===== src/bas_pkg.sv =====
// Shared types and constants of the bilinear attenuation shader.
// No dependencies; every other file of the block imports it.
`timescale 1ns / 1ps
`default_nettype none

package bas_pkg;

  // Default store size and coordinate width
  localparam int DEF_MAP_COLS   = 256;
  localparam int DEF_MAP_ROWS   = 256;
  localparam int DEF_COORD_BITS = 12;

  // Widest map index over the legal store sizes (up to 1024)
  localparam int IDX_W = 10;

  // Queue between front and back
  localparam int QUEUE_DEPTH = 4;

  // Scale above this uses the nearest map entry
  localparam logic [17:0] NEAREST_ABOVE = 18'd64880;
  localparam logic [16:0] ONE_Q16       = 17'h10000;

  // Configuration register indexes
  localparam logic [2:0] CFG_SCALE    = 3'd0;
  localparam logic [2:0] CFG_ORIGIN_X = 3'd1;
  localparam logic [2:0] CFG_ORIGIN_Y = 3'd2;
  localparam logic [2:0] CFG_LIGHT    = 3'd3;
  localparam logic [2:0] CFG_WIDTH    = 3'd4;
  localparam logic [2:0] CFG_HEIGHT   = 3'd5;

  // One classified word on its way from front to back
  typedef struct packed {
    logic             shade;    // 1 shades a pixel, 0 loads an entry
    logic             nearest;  // shade with nearest entry
    logic             wr_ok;    // load lands inside the store
    logic [IDX_W-1:0] ix;
    logic [IDX_W-1:0] iy;
    logic [16:0]      fx;
    logic [16:0]      fy;
    logic [7:0]       val;
    logic [7:0]       r;
    logic [7:0]       g;
    logic [7:0]       b;
  } bas_item_t;

endpackage

`default_nettype wire


===== src/bas_queue.sv =====
// Short queue of classified words between front and back.
// Depends on bas_pkg for the word type and depth.
`timescale 1ns / 1ps
`default_nettype none

module bas_queue (
  input  wire logic               clk,
  input  wire logic               rst,
  input  wire logic               push,
  input  wire bas_pkg::bas_item_t push_item,
  output logic                    full,
  input  wire logic               pop,
  output logic                    head_valid,
  output bas_pkg::bas_item_t      head
);
  import bas_pkg::*;

  localparam int PtrW = $clog2(QUEUE_DEPTH);
  localparam int CntW = $clog2(QUEUE_DEPTH + 1);

  bas_item_t       slots [QUEUE_DEPTH];
  logic [PtrW-1:0] wr_ptr, rd_ptr;
  logic [CntW-1:0] count;

  assign full       = count == CntW'(QUEUE_DEPTH);
  assign head_valid = count != '0;
  assign head       = slots[rd_ptr];

  // Advance pointers and fill count
  always_ff @(posedge clk) begin
    if (rst) begin
      wr_ptr <= '0;
      rd_ptr <= '0;
      count  <= '0;
    end else begin
      if (push) wr_ptr <= wr_ptr + PtrW'(1);
      if (pop)  rd_ptr <= rd_ptr + PtrW'(1);
      if (push && !pop) begin
        count <= count + CntW'(1);
      end else if (pop && !push) begin
        count <= count - CntW'(1);
      end
    end
    if (push) slots[wr_ptr] <= push_item;
  end

endmodule

`default_nettype wire


===== config.mk =====
export PLATFORM = sky130hd
export DESIGN_NAME = bas_queue
export DESIGN_NICKNAME = d
export VERILOG_FILES = /design/src/bas_pkg.sv /design/src/bas_queue.sv
export SDC_FILE = /design/constraint.sdc
export NUM_CORES = 1
export LEC_CHECK = 0
export ABC_CLOCK_PERIOD_IN_PS = 4000
export BUFFER_PORTS_ARGS = -buffer_cell sky130_fd_sc_hd__buf_2
export CORE_UTILIZATION = 50
export DETAILED_ROUTE_END_ITERATION = 10
export GPL_ROUTABILITY_DRIVEN = 0
export HOLD_SLACK_MARGIN = 0.05
export PLACE_DENSITY_LB_ADDON = 0.05
export SETUP_SLACK_MARGIN = 0.15
export SLEW_MARGIN = 20
export SYNTH_ARGS = -nofsm -noshare
export SYNTH_HDL_FRONTEND = slang
export SYNTH_SLANG_ARGS = --single-unit

===== constraint.sdc =====
create_clock -name clk -period 4 [get_ports clk]
set_input_delay 0.2 -clock clk [delete_from_list [all_inputs] [get_ports clk]]
set_output_delay 0.2 -clock clk [all_outputs]
set_load 0.02 [all_outputs]

==> results.sh <==
export IMPL_io_pins=184
export IMPL_antenna_found_initial=1
export IMPL_placed_area_mm2=0.0146
export IMPL_leakagePower_nw=5.68
export IMPL_relSlewSlack_pct=37.8
export IMPL_cts_tree="yes"
export IMPL_rows=59
export IMPL_ys_seq_area_share_pct=82.1
export IMPL_switching_share_pct=22.5
export IMPL_skew_ns=0.0116
export IMPL_clock_sinks=365
export IMPL_synth_cells=509
export IMPL_layout_nets=914
export IMPL_min_period_ns=2.74
export IMPL_drive_gt1_share_pct=39.7
export IMPL_worst_hold_slack_ns=0.100
export IMPL_fmaxAchievable_ghz=0.365
export IMPL_diodes=0
export IMPL_cap_violations=0
export IMPL_cts_setup_buffers=0
export IMPL_dpl_cell_count=1018
export IMPL_r2r_cells=4
export IMPL_synth_area_per_cell_um2=26.0
export IMPL_vdd_drop_max_v=0.000400
export IMPL_grt_overflow_total=0
export IMPL_cts_root_buf="clkbuf_16"
export IMPL_slew_viol_final=0
export IMPL_core_area_mm2=0.0261
export IMPL_grt_pass1_wl_mm=37.6
export IMPL_arrival_ns=2.54
export IMPL_cellPowerDensity_mw_per_mm2=517
export IMPL_vias=6296
export IMPL_ff2ff_setup_slack_ns=1.84
export IMPL_clk_latency_ns=0.51
export IMPL_first_pass_iters=4
export IMPL_htree_levels=2
export IMPL_dieHeight_um=165
export IMPL_drt_total_wl_mm=25.1
export IMPL_synth_seq_cells=365
export IMPL_drtIter0Drc=362
export IMPL_wl_per_cell_um=21.3
export IMPL_start_kind="flip-flop"
export IMPL_fin_setup_tns_ns=0
export IMPL_grtUsageTotal_pct=19.0
export IMPL_clk_pin_slew_ns=0.06
export IMPL_min_period_over_period_pct=68.6
export IMPL_fp_dieW_um=165
export IMPL_ant_nets=0
export IMPL_p_clk_share_pct=36.9
export IMPL_hold_viol=0
export IMPL_yosysWarnings=0
export IMPL_numCtsBuffers=38
export IMPL_nFillCells=1798
export IMPL_total_power_mw=8.59
export IMPL_postLayoutCellArea_mm2=0.0166
export IMPL_intPower_mw=6.66
export IMPL_hold_class="in2reg"
export IMPL_syn_cell_area_mm2=0.0132
export IMPL_dieArea_mm2=0.0272
export IMPL_worstSetupPathType="reg2out"
export IMPL_crit_path_end_kind="output pin"
export IMPL_setup_viol_count_final=0
export IMPL_rr_startpoint="wr_ptr[0]$_SDFFE_PP0P_"
export IMPL_grt_pass1_vias=6786
export IMPL_avgViaCountPerCell=5.34
export IMPL_p_comb_share_pct=11.0
export IMPL_ys_types=21
export IMPL_path_max_fanout=29
export IMPL_synth_nets=608
export IMPL_io_buffers=183
export IMPL_clock_path_buffers=3
export IMPL_crit_end="head[83]"
export IMPL_place_hpwl_mm=14.7
export IMPL_post_route_drc_count=0
export IMPL_rsz0062_at_grt="no"
export IMPL_initial_utilization_pct=50.8
export IMPL_grt_max_degree=59
export IMPL_pwr_share_seq_pct=52.0
export IMPL_required_ns=3.80
export IMPL_worstMarginPinSlew_ns=0.933
export IMPL_finalNonFillerCells=1178
export IMPL_switchingPower_mw=1.94
export IMPL_rr_endpoint="slots[0][19]$_DFFE_PP_"
export IMPL_areaGrowthSynthToFinish_pct=25.5
export IMPL_status="completed"
## cell usage in the layout (no fill, tap or decap), types with 2 or more instances in the layout
cell type / instances
edfxtp_1: 356
buf_2: 183
dlygate4sd3_1: 92
mux4_2: 89
clkbuf_16: 39
clkinv_1: 14
buf_4: 11
clkbuf_1: 9
nor2_1: 7
dfxtp_1: 7
ha_1: 5
inv_1: 4
and2_4: 4
xor2_1: 3
clkinv_2: 3
or3_1: 2
xnor2_1: 2
mux2i_1: 2
dfxtp_4: 2
## area by class of cell
class                   instances  area, um2  share of cell area [%]
flip-flops and latches        365      10900                    65.4
clock buffers                  48       1010                    6.08
well taps                     335        419                    2.52
repair buffers                287       1940                    11.7
clock inverters                20        114                   0.685
inverters                       4       15.0                  0.0903
multi-input cells             119       2250                    13.5
## sequential cells by signal, summed over array words and instances (netlist names), named ones only
register,flops
count,3
rd_ptr,2
slots,356
wr_ptr,2
## per-stage QoR
| step | utilization, % | worst slack (ns) |
|---|---|---|
| 2_1_floorplan | - | 0.935 |
| 3_5_place_dp | 55.9 | 1.69 |
| 6_report | 63.8 | 1.26 |
| 3_3_place_gp | 55.9 | 1.70 |
| 5_1_grt | 63.8 | 1.04 |
| 4_1_cts | 63.8 | 1.14 |
## how the worst min path moves through the flow
stage | start | depth (start not counted) | endpoint | slack (ns)
floorplan | push_item[0] | 0 | slots[0][0]$_DFFE_PP_ | 0.30
global placement | push_item[55] | 1 | slots[0][55]$_DFFE_PP_ | 0.41
detailed placement | push_item[76] | 1 | slots[3][76]$_DFFE_PP_ | 0.42
CTS | push | 3 | wr_ptr[1]$_SDFFE_PP0P_ | 0.08
global route | push | 3 | wr_ptr[0]$_SDFFE_PP0P_ | 0.13
finish | push | 3 | wr_ptr[1]$_SDFFE_PP0P_ | 0.10
## metal layers
metal  share of wire [%]  wire (um)  GRT usage [%]  up-vias
li1                    -          -              -     2795
met1                  41      10300           23.9     3286
met2                  52      12900           32.6      168
met3                 5.7       1420           4.67       45
met4                 1.9        479           5.75        2
met5               0.040         10              0        -
## cell usage after synthesis
| cell type | instances | area, um2 |
|---|---|---|
| buf_2 | 10 | 50.1 |
| buf_8 | 1 | 15.0 |
| xnor2_1 | 2 | 17.5 |
| mux2i_1 | 2 | 20.0 |
| o21ai_0 | 1 | 5.00 |
| nand2_1 | 1 | 3.75 |
| clkbuf_1 | 8 | 30.0 |
| nor2_1 | 7 | 26.3 |
| fa_1 | 1 | 20.0 |
| ha_1 | 5 | 62.6 |
| dfxtp_1 | 9 | 180 |
| buf_6 | 1 | 11.3 |
| xor2_1 | 3 | 26.3 |
| buf_12 | 1 | 20.0 |
| and2_1 | 4 | 25.0 |
| inv_1 | 4 | 15.0 |
| edfxtp_1 | 356 | 10700 |
| mux4_2 | 89 | 2000 |
| a21oi_1 | 1 | 5.00 |
| or3_1 | 2 | 12.5 |
| nor3b_1 | 1 | 7.51 |
## critical path, stage by stage (launching register included)
cell and delay [ns]:
dfxtp_4 0.77, buf_4 0.48, mux4_2 0.58, buf_2 0.18
## repair_timing
action,CTS,global route
hold buffers,92,0
gates resized for setup,0,0
hold endpoints to repair,365,0
## cells by family (layout without fill, tap and decap cells)
logic type	count (synthesis)	count (layout)	synth area share [%]
buffers and inverters	25	359	1.07
muxes	91	91	15.3
xor gates and xnor gates	5	5	0.331
DFF	365	365	82.1
and+or+nand+nor	15	15	0.567
adders and majority gates	6	6	0.623
AOI/OAI and AO/OA	2	2	0.0755
## power groups by stage
stage,clock network [mW],logic [mW],registers (mW)
global placement,0,0.876,4.55
finish,3.18,0.948,4.47
CTS,3.26,0.968,4.48
global route,3.40,1.02,4.49
detailed placement,0,0.891,4.56
floorplan,0,0.597,4.52
No activity file was read; power rests on OpenSTA's default activity.
