===== src/bas_pkg.sv =====
// Shared types and constants of the bilinear attenuation shader.
// No dependencies; every other file of the block imports it.
`timescale 1ns / 1ps
`default_nettype none

package bas_pkg;

  // Default store size and coordinate width
  localparam int DEF_MAP_COLS   = 256;
  localparam int DEF_MAP_ROWS   = 256;
  localparam int DEF_COORD_BITS = 12;

  // Widest map index over the legal store sizes (up to 1024)
  localparam int IDX_W = 10;

  // Queue between front and back
  localparam int QUEUE_DEPTH = 4;

  // Scale above this uses the nearest map entry
  localparam logic [17:0] NEAREST_ABOVE = 18'd64880;
  localparam logic [16:0] ONE_Q16       = 17'h10000;

  // Configuration register indexes
  localparam logic [2:0] CFG_SCALE    = 3'd0;
  localparam logic [2:0] CFG_ORIGIN_X = 3'd1;
  localparam logic [2:0] CFG_ORIGIN_Y = 3'd2;
  localparam logic [2:0] CFG_LIGHT    = 3'd3;
  localparam logic [2:0] CFG_WIDTH    = 3'd4;
  localparam logic [2:0] CFG_HEIGHT   = 3'd5;

  // One classified word on its way from front to back
  typedef struct packed {
    logic             shade;    // 1 shades a pixel, 0 loads an entry
    logic             nearest;  // shade with nearest entry
    logic             wr_ok;    // load lands inside the store
    logic [IDX_W-1:0] ix;
    logic [IDX_W-1:0] iy;
    logic [16:0]      fx;
    logic [16:0]      fy;
    logic [7:0]       val;
    logic [7:0]       r;
    logic [7:0]       g;
    logic [7:0]       b;
  } bas_item_t;

endpackage

`default_nettype wire


===== src/bas_front.sv =====
// Front part: accepts input words, forms source positions and classifies them.
// Depends on bas_pkg; feeds bas_queue.
`timescale 1ns / 1ps
`default_nettype none

module bas_front #(
  parameter int MAP_COLS   = bas_pkg::DEF_MAP_COLS,
  parameter int MAP_ROWS   = bas_pkg::DEF_MAP_ROWS,
  parameter int COORD_BITS = bas_pkg::DEF_COORD_BITS
) (
  input  wire logic              clk,
  input  wire logic              rst,
  input  wire logic              in_valid,
  output logic                   in_ready,
  input  wire logic              command,
  input  wire logic [11:0]       pos_x,
  input  wire logic [11:0]       pos_y,
  input  wire logic [7:0]        attn_value,
  input  wire logic [7:0]        red,
  input  wire logic [7:0]        green,
  input  wire logic [7:0]        blue,
  input  wire logic [17:0]       scale_q16,
  input  wire logic [7:0]        origin_x,
  input  wire logic [7:0]        origin_y,
  input  wire logic [8:0]        map_width,
  input  wire logic [8:0]        map_height,
  input  wire logic              q_full,
  output logic                   push,
  output bas_pkg::bas_item_t     push_item
);
  import bas_pkg::*;

  localparam logic [11:0] CoordMask =
    (COORD_BITS >= 12) ? 12'hFFF : 12'((1 << COORD_BITS) - 1);

  logic        s1_valid;
  logic        s1_cmd;
  logic [11:0] s1_px, s1_py;
  logic [30:0] s1_sx, s1_sy;
  logic [7:0]  s1_val, s1_r, s1_g, s1_b;

  logic [11:0] pxm, pym;
  logic [29:0] prod_x, prod_y;
  logic        in_acc;

  // Map one axis position onto an index and a fraction
  function automatic logic [26:0] axis_map(logic [14:0] ip, logic [15:0] fr,
                                           logic [15:0] maxv, logic nearest);
    logic [15:0] i16;
    logic [15:0] o;
    logic [16:0] f;
    i16 = {1'b0, ip};
    f   = {1'b0, fr};
    o   = i16;
    if (nearest) begin
      if (i16 > maxv) o = maxv;
    end else if (i16 >= maxv) begin
      o = maxv - 16'd1;
      f = ONE_Q16;
    end
    return {o[IDX_W-1:0], f};
  endfunction

  assign in_ready = !s1_valid || !q_full;
  assign in_acc   = in_valid && in_ready;
  assign push     = s1_valid && !q_full;

  // Scale the texture coordinate into the map
  assign pxm    = pos_x & CoordMask;
  assign pym    = pos_y & CoordMask;
  assign prod_x = scale_q16 * pxm;
  assign prod_y = scale_q16 * pym;

  // Hold the word until the queue takes it
  always_ff @(posedge clk) begin
    if (rst) begin
      s1_valid <= 1'b0;
    end else if (in_acc) begin
      s1_valid <= 1'b1;
    end else if (push) begin
      s1_valid <= 1'b0;
    end
    if (in_acc) begin
      s1_cmd <= command;
      s1_px  <= pos_x;
      s1_py  <= pos_y;
      s1_sx  <= {1'b0, prod_x} + {7'd0, origin_x, 16'd0};
      s1_sy  <= {1'b0, prod_y} + {7'd0, origin_y, 16'd0};
      s1_val <= attn_value;
      s1_r   <= red;
      s1_g   <= green;
      s1_b   <= blue;
    end
  end

  // Classify: clamp map size, pick mode, clamp position at the edges
  logic [15:0] mw, mh, maxx, maxy;
  logic        near;
  logic [26:0] ax, ay;

  always_comb begin
    if (map_width < 9'd2) begin
      mw = 16'd2;
    end else if ({7'd0, map_width} > 16'(MAP_COLS)) begin
      mw = 16'(MAP_COLS);
    end else begin
      mw = {7'd0, map_width};
    end
    if (map_height < 9'd2) begin
      mh = 16'd2;
    end else if ({7'd0, map_height} > 16'(MAP_ROWS)) begin
      mh = 16'(MAP_ROWS);
    end else begin
      mh = {7'd0, map_height};
    end
    maxx = mw - 16'd1;
    maxy = mh - 16'd1;
    near = scale_q16 > NEAREST_ABOVE;
    ax   = axis_map(s1_sx[30:16], s1_sx[15:0], maxx, near);
    ay   = axis_map(s1_sy[30:16], s1_sy[15:0], maxy, near);

    push_item.shade   = s1_cmd;
    push_item.nearest = near;
    push_item.wr_ok   = ({20'd0, s1_px} < MAP_COLS) && ({20'd0, s1_py} < MAP_ROWS);
    push_item.val     = s1_val;
    push_item.r       = s1_r;
    push_item.g       = s1_g;
    push_item.b       = s1_b;
    if (s1_cmd) begin
      push_item.ix = ax[26:17];
      push_item.iy = ay[26:17];
      push_item.fx = ax[16:0];
      push_item.fy = ay[16:0];
    end else begin
      push_item.ix = s1_px[IDX_W-1:0];
      push_item.iy = s1_py[IDX_W-1:0];
      push_item.fx = 17'd0;
      push_item.fy = 17'd0;
    end
  end

endmodule

`default_nettype wire


===== config.mk =====
export PLATFORM = sky130hd
export DESIGN_NAME = bas_front
export DESIGN_NICKNAME = d
export VERILOG_FILES = /design/src/bas_pkg.sv /design/src/bas_front.sv
export SDC_FILE = /design/constraint.sdc
export NUM_CORES = 1
export LEC_CHECK = 0
export BUFFER_PORTS_ARGS = -buffer_cell sky130_fd_sc_hd__buf_2
export CAP_MARGIN = 20
export CORE_MARGIN = 2
export CORE_UTILIZATION = 60
export CTS_CLUSTER_DIAMETER = 150
export DETAILED_ROUTE_END_ITERATION = 8
export HOLD_SLACK_MARGIN = 0.08
export PLACE_DENSITY = 0.82
export SKIP_LAST_GASP = 1
export SYNTH_ARGS = -nofsm -noshare
export SYNTH_HDL_FRONTEND = slang
export SYNTH_SLANG_ARGS = --single-unit

===== constraint.sdc =====
create_clock -name clk -period 6.5 [get_ports clk]
set_clock_uncertainty 0.05 [all_clocks]
set_input_delay 0.65 -clock clk [delete_from_list [all_inputs] [get_ports clk]]
set_output_delay 0.65 -clock clk [all_outputs]
set_load 0.02 [all_outputs]

==> results of run 1 <==
[power by group]
group	total [uW]	switching [uW]	internal (uW)
combinational	7770	4440	3320
clock	935	408	527
sequential	1550	82.0	1470
[worst max-delay path, cell delays in order]
cell and delay [ps]:
buf_2 140, nor3_1 80, and2_1 170, o21ai_0 560
ha_1 270, nand3b_1 100, a21o_1 210, and3_1 200
a311o_1 440, ha_1 340, a2111oi_0 430, nand3_1 160
a31o_2 280, nand4_1 380, nand2_1 320, o22a_1 280
mux2_2 250, buf_2 160
[cell usage in the layout, fill, tap and decap left out, types with 5 or more instances in the layout]
cell type	instances
a211oi_1	9
a21o_1	24
a21oi_1	55
a31oi_1	11
and2_1	185
and3_1	40
buf_2	203
buf_4	35
clkbuf_16	17
edfxtp_1	119
fa_1	340
ha_1	198
inv_1	452
nand2_1	300
nand2b_1	9
nand3_1	20
nand4_1	6
nor2_1	59
nor2b_1	11
nor3_1	14
nor3b_1	6
nor4_1	6
o211ai_1	10
o21a_1	8
o21ai_0	32
o21bai_1	9
o31ai_1	6
or3_1	5
xnor2_1	35
xor2_1	11
[final cells by class]
class	count	area share
Sequential cell	120	0.1606
Tap cell	448	0.02506
Clock buffer	18	0.01919
Multi-Input combinational cell	1493	0.6552
Timing Repair Buffer	239	0.05806
Inverter	453	0.07602
Clock inverter	14	0.005649
Antenna cell	2	0.0002237
[worst paths after layout]
path                         start  slack (ps)                     to  cells past startpoint
max reg2reg  s1_valid$_SDFFE_PP0P_        4160    s1_sx[19]$_DFFE_PP_                      3
min reg2reg  s1_valid$_SDFFE_PP0P_         460  s1_valid$_SDFFE_PP0P_                      2
max                   map_width[7]         350          push_item[80]                     18
min                            rst         310  s1_valid$_SDFFE_PP0P_                      2
[kinds of logic (layout without fill, tap and decap cells)]
| kind of cell | Yosys count | count (layout) | share of synthesized area |
|---|---|---|---|
| adders and majority gates | 538 | 538 | 0.4575 |
| xor gates and xnor gates | 46 | 46 | 0.01985 |
| AOI/OAI and AO/OA | 224 | 224 | 0.07540 |
| and+or+nand+nor | 680 | 680 | 0.1665 |
| DFF | 120 | 120 | 0.1771 |
| muxes | 5 | 5 | 0.002774 |
| other | 0 | 2 | 0 |
| buffers and inverters | 543 | 724 | 0.1009 |
[per-layer routing]
layer / vias up / part of all wire / global-route usage / wire [um]
met4: 2 / 0.031 / 0.1027 / 1494
met5: - / 0.00017 / 0 / 8
met3: 93 / 0.073 / 0.04529 / 3534
met1: 7863 / 0.39 / 0.3662 / 18920
li1: 7111 / - / - / -
met2: 624 / 0.50 / 0.4974 / 24250
[registers in the layout (all words and copies together) (netlist names)]
name      cells
s1_b          8
s1_cmd        1
s1_val        8
s1_valid      1
s1_g          8
s1_sy        31
s1_sx        31
s1_py        12
s1_r          8
s1_px        12
[through the flow]
step	utilization	hold WS (ps)	setup slack, ps	total power (uW)	area, um^2
floorplan	-	415.3	427.9	7483	20290
global placement	0.6520	437.0	342.8	8809	21810
detailed placement	0.6520	448.0	164.9	9152	21810
CTS	0.6686	295.2	488.5	10260	22360
global route	0.6687	312.5	32.38	11350	22370
finish	0.6688	309.4	353.7	10250	22370
==> impl_metrics.ini, run 1 <==
[outcome]
status = completed

[route]
routed_wl_mm = 48.20
vias = 15690
dr.pass1.iters = 5
viasPerCell = 5.631
ant_nets = 0
route.detailed.drc = 0
wire_per_inst_um = 17.30
drt_iter0_markers = 822

[yosys]
yosysMostFrequentCell = inv_1
synth_cell_types = 71
synth.avg_cell_area_um2 = 9.413
ys_seq_area_frac = 0.1771
ys_ff_latch = 120
synth_nets = 2807
netlist_top_cells_count = inv_1 (452), fa_1 (340), nand2_1 (300)
synth_edf_count = 119
async_reset_ff_frac = 0
synth_area_um2 = 20290
synth_top_area_share = 0.3354
synth_top_cell_by_area = fa_1
synth.area.top_cells = fa_1 (34%), edfxtp_1 (18%), ha_1 (12%), inv_1 (8.4%), and2_1 (5.7%)
synth_flop_cell = edfxtp_1
synth_warnings = 0
syn-instance-count = 2156

[sta]
max_freq_mhz = 162.7
max-slew-margin-rel = 0.3064
setup-violations-final = 0
fin_tns_setup_ps = 0
hold_viol = 0
layout_min_cycle_time_ps = 6146
worst_pin_slew_ps = 1034
min_period_over_period = 0.9456
rsz0062_at_grt = no
final_max_slew_viol_count = 0

[run]
drv_cap = 0

[global_route]
grt_max_degree = 64
antenna_found_initial = 3
grt_pass1_vias = 16720
grt_pass1_wl_mm = 80.72
grt_use_total = 0.2870
overflow = 0

[clock_tree]
clock_sinks = 120
htree_levels = 4
numCtsBuffers = 17
cts_setup_buffers = 0
cts_root_buf = clkbuf_16
cts_hold_buf = 0
cts_tree = built
clk_latency_ps = 440
cts.reportedPaths.clkPinSlew_ps = 60
clockBufferDepth = 2
ctsResizeCount = 0

[worst_setup_path]
critical_path_class = input pin to primary output
end_kind = primary output
critical_path.max_fanout = 11
cp-start-kind = input pin
cp.arrival_ps = 5450
required_ps = 5800

[layout]
multiInputGateArea_um2 = 14660
layout.nets = 2975
layout.cells.non_filler = 2787
n_fill_cell = 2643
drive_above_1_share = 0.1237
areaGrowthSynthToFinish_pct = 10.22
regArea_um2 = 3593

[floorplan]
pin_count = 204
dieArea_um2 = 35310
num_rows = 67
start_util = 0.6067
core_area_um2 = 33450
die_y_um = 187.9
dieWidth_um = 187.9

[power]
ir_drop_mv = 0.4366
p_leak_uw = 0.01123
p_per_area_nw_per_um2 = 458.3

[placed_design]
gp_congestion = 0.9193
hpwl_mm = 37.79
port_buffers = 203
dp.cells = 2753

[worst_hold_path]
worstHoldPathType = input pin to register
(Power assumes the default switching activity.)
==> run 2, diff against run 1 <==
Settings changed: CELL_PAD_IN_SITES_DETAIL_PLACEMENT set to 2, CELL_PAD_IN_SITES_GLOBAL_PLACEMENT set to 2, CORE_UTILIZATION 60 to 39, PLACE_DENSITY 0.82 to 0.84.
==> impl_metrics.ini, run 2 (synthesis results as in run 1) <==
[outcome]
status = completed

[route]
route.detailed.drc = 0
ant_nets = 0
drt_iter0_markers = 867
vias = 16310
viasPerCell = 5.366
routed_wl_mm = 71.56
dr.pass1.iters = 7
wire_per_inst_um = 23.54

[power]
power_frac_comb = 0.760
power.total_uw = 11250
power_switching_uw = 5613
switching_share = 0.4989
seq_power_share = 0.139
p_per_area_nw_per_um2 = 490.6
p_int_uw = 5637
power_frac_clock = 0.101
ir_drop_mv = 0.3142
p_leak_uw = 0.01138

[clock_tree]
clk_latency_ps = 480
cts_tree = built
cts_root_buf = clkbuf_16
htree_levels = 4
cts.reportedPaths.clkPinSlew_ps = 70
clockBufferDepth = 2
cts_hold_buf = 0
numCtsBuffers = 17
clock_sinks = 120

[layout]
final_util = 0.4461
drive_above_1_share = 0.1321
layout.cells.non_filler = 3040
final_common_cell = inv_1
areaGrowthSynthToFinish_pct = 13.00
n_fill_cell = 5594
mostFrequentLayoutCells = inv_1 (452), fa_1 (340), nand2_1 (300), buf_2 (201), ha_1 (198)
reg_top3 = s1_sx x31, s1_sy x31
layout.nets = 2993
fin_area_um2 = 22930

[floorplan]
num_rows = 83
die_y_um = 232.1
pin_count = 204
core_area_um2 = 51410
dieArea_um2 = 53880
dieWidth_um = 232.1
start_util = 0.3948

[worst_hold_path]
worstHoldPathType = input pin to register

[global_route]
antenna_found_initial = 6
grt_pass1_vias = 19620
grt_use_total = 0.2760
grt_use_met2 = 0.5170
grt_pass1_wl_mm = 111.6
grt_busiest_layer = met2
grt_max_degree = 62
met1_usage = 0.3018
use_met3 = 0.03843
overflow = 0

[worst_setup_path]
slowest_delay_ps = 630
timing.critical_path.buf_inv = 2
critical_path_class = input pin to primary output
end_kind = primary output
critical_path.top_delay_family = compound AO/OA/AOI/OAI gates
cp-start-kind = input pin
crit_chain = buf_2 > nor3_1 > and2_1 > o21ai_0 > ha_1 > nand3b_1 > a21o_1 > and3_1 > a311o_1 > ha_1 > a2111oi_0 > nand3_1 > a31o_2 > o21ai_4 > nand2_1 > o22a_1 > mux2_2 > buf_2
critical_path.max_fanout = 10
cp.arrival_ps = 5630
slowest_stage = o21ai_0
required_ps = 5800

[sta]
final_max_slew_viol_count = 0
worst_pin_slew_ps = 999.8
hold_ws_ps = 272.3
max-slew-margin-rel = 0.3293
layout_min_cycle_time_ps = 6328
rsz0062_at_grt = yes
setup-violations-final = 0
hold_viol = 0
max_freq_mhz = 158.0
min_period_over_period = 0.9735

[placed_design]
gp_congestion = 0.8460
dp.cells = 3000
hpwl_mm = 57.26
dpl_cell_area_um2 = 22220
port_buffers = 203

[run]
drv_cap = 0
run 2: cell types whose count changed in the layout (fill, tap and decap cells not counted), sizes merged:
cell,previous run,this run
buf,239,255
bufinv,1,5
clkbuf,18,19
clkinv,7,3
clkinvlp,4,1
diode,2,5
inv,455,459
run 2: power by group through the flow:
stage / clock network (uW) / registers [uW] / logic [uW]
floorplan: 0 / 1550 / 5940
global placement: 0 / 1570 / 7580
detailed placement: 0 / 1580 / 8450
CTS: 1150 / 1560 / 8620
global route: 1180 / 1580 / 9540
finish: 1130 / 1560 / 8550
run 2: routing by layer:
layer	routed length (um)	share of wire	vias to the layer above
met5	0	0	-
met4	3720	0.052	0
met3	2647	0.037	189
met2	38520	0.54	428
met1	26670	0.37	8556
li1	-	-	7140
run 2: per-stage QoR:
stage,setup slack [ps],TNS [ps]
CTS,134.3,0
finish,172.4,0
global route,-79.04,-100.7
detailed placement,-273.9,-638.0
global placement,254.1,0
floorplan,427.9,0
run 2: area by class of cell:
class	count	area [um^2]	share of cell area
antenna	5	12.51	0.0005456
clock buffer	17	425.4	0.01855
clock inverter	15	236.5	0.01031
inverter	453	1700	0.07415
multi-input combinational	1493	14670	0.6399
sequential	120	3593	0.1567
tap	680	850.8	0.03710
timing repair buffer	257	1439	0.06275
run 2: worst paths after layout:
| path | startpoint | to | slack [ps] | cells after the start |
|---|---|---|---|---|
| worst max-delay path | map_width[7] | push_item[80] | 170 | 18 |
| worst min-delay path | rst | s1_valid$_SDFFE_PP0P_ | 270 | 2 |
| worst max register to register | s1_valid$_SDFFE_PP0P_ | s1_px[7]$_DFFE_PP_ | 4030 | 3 |
| worst min register to register | s1_valid$_SDFFE_PP0P_ | s1_valid$_SDFFE_PP0P_ | 500 | 2 |
run 2: timing repair:
action | in CTS | in global routing
resized for setup | 0 | 4
setup buffers | 0 | 3
endpoints found under the setup margin | 0 | 11
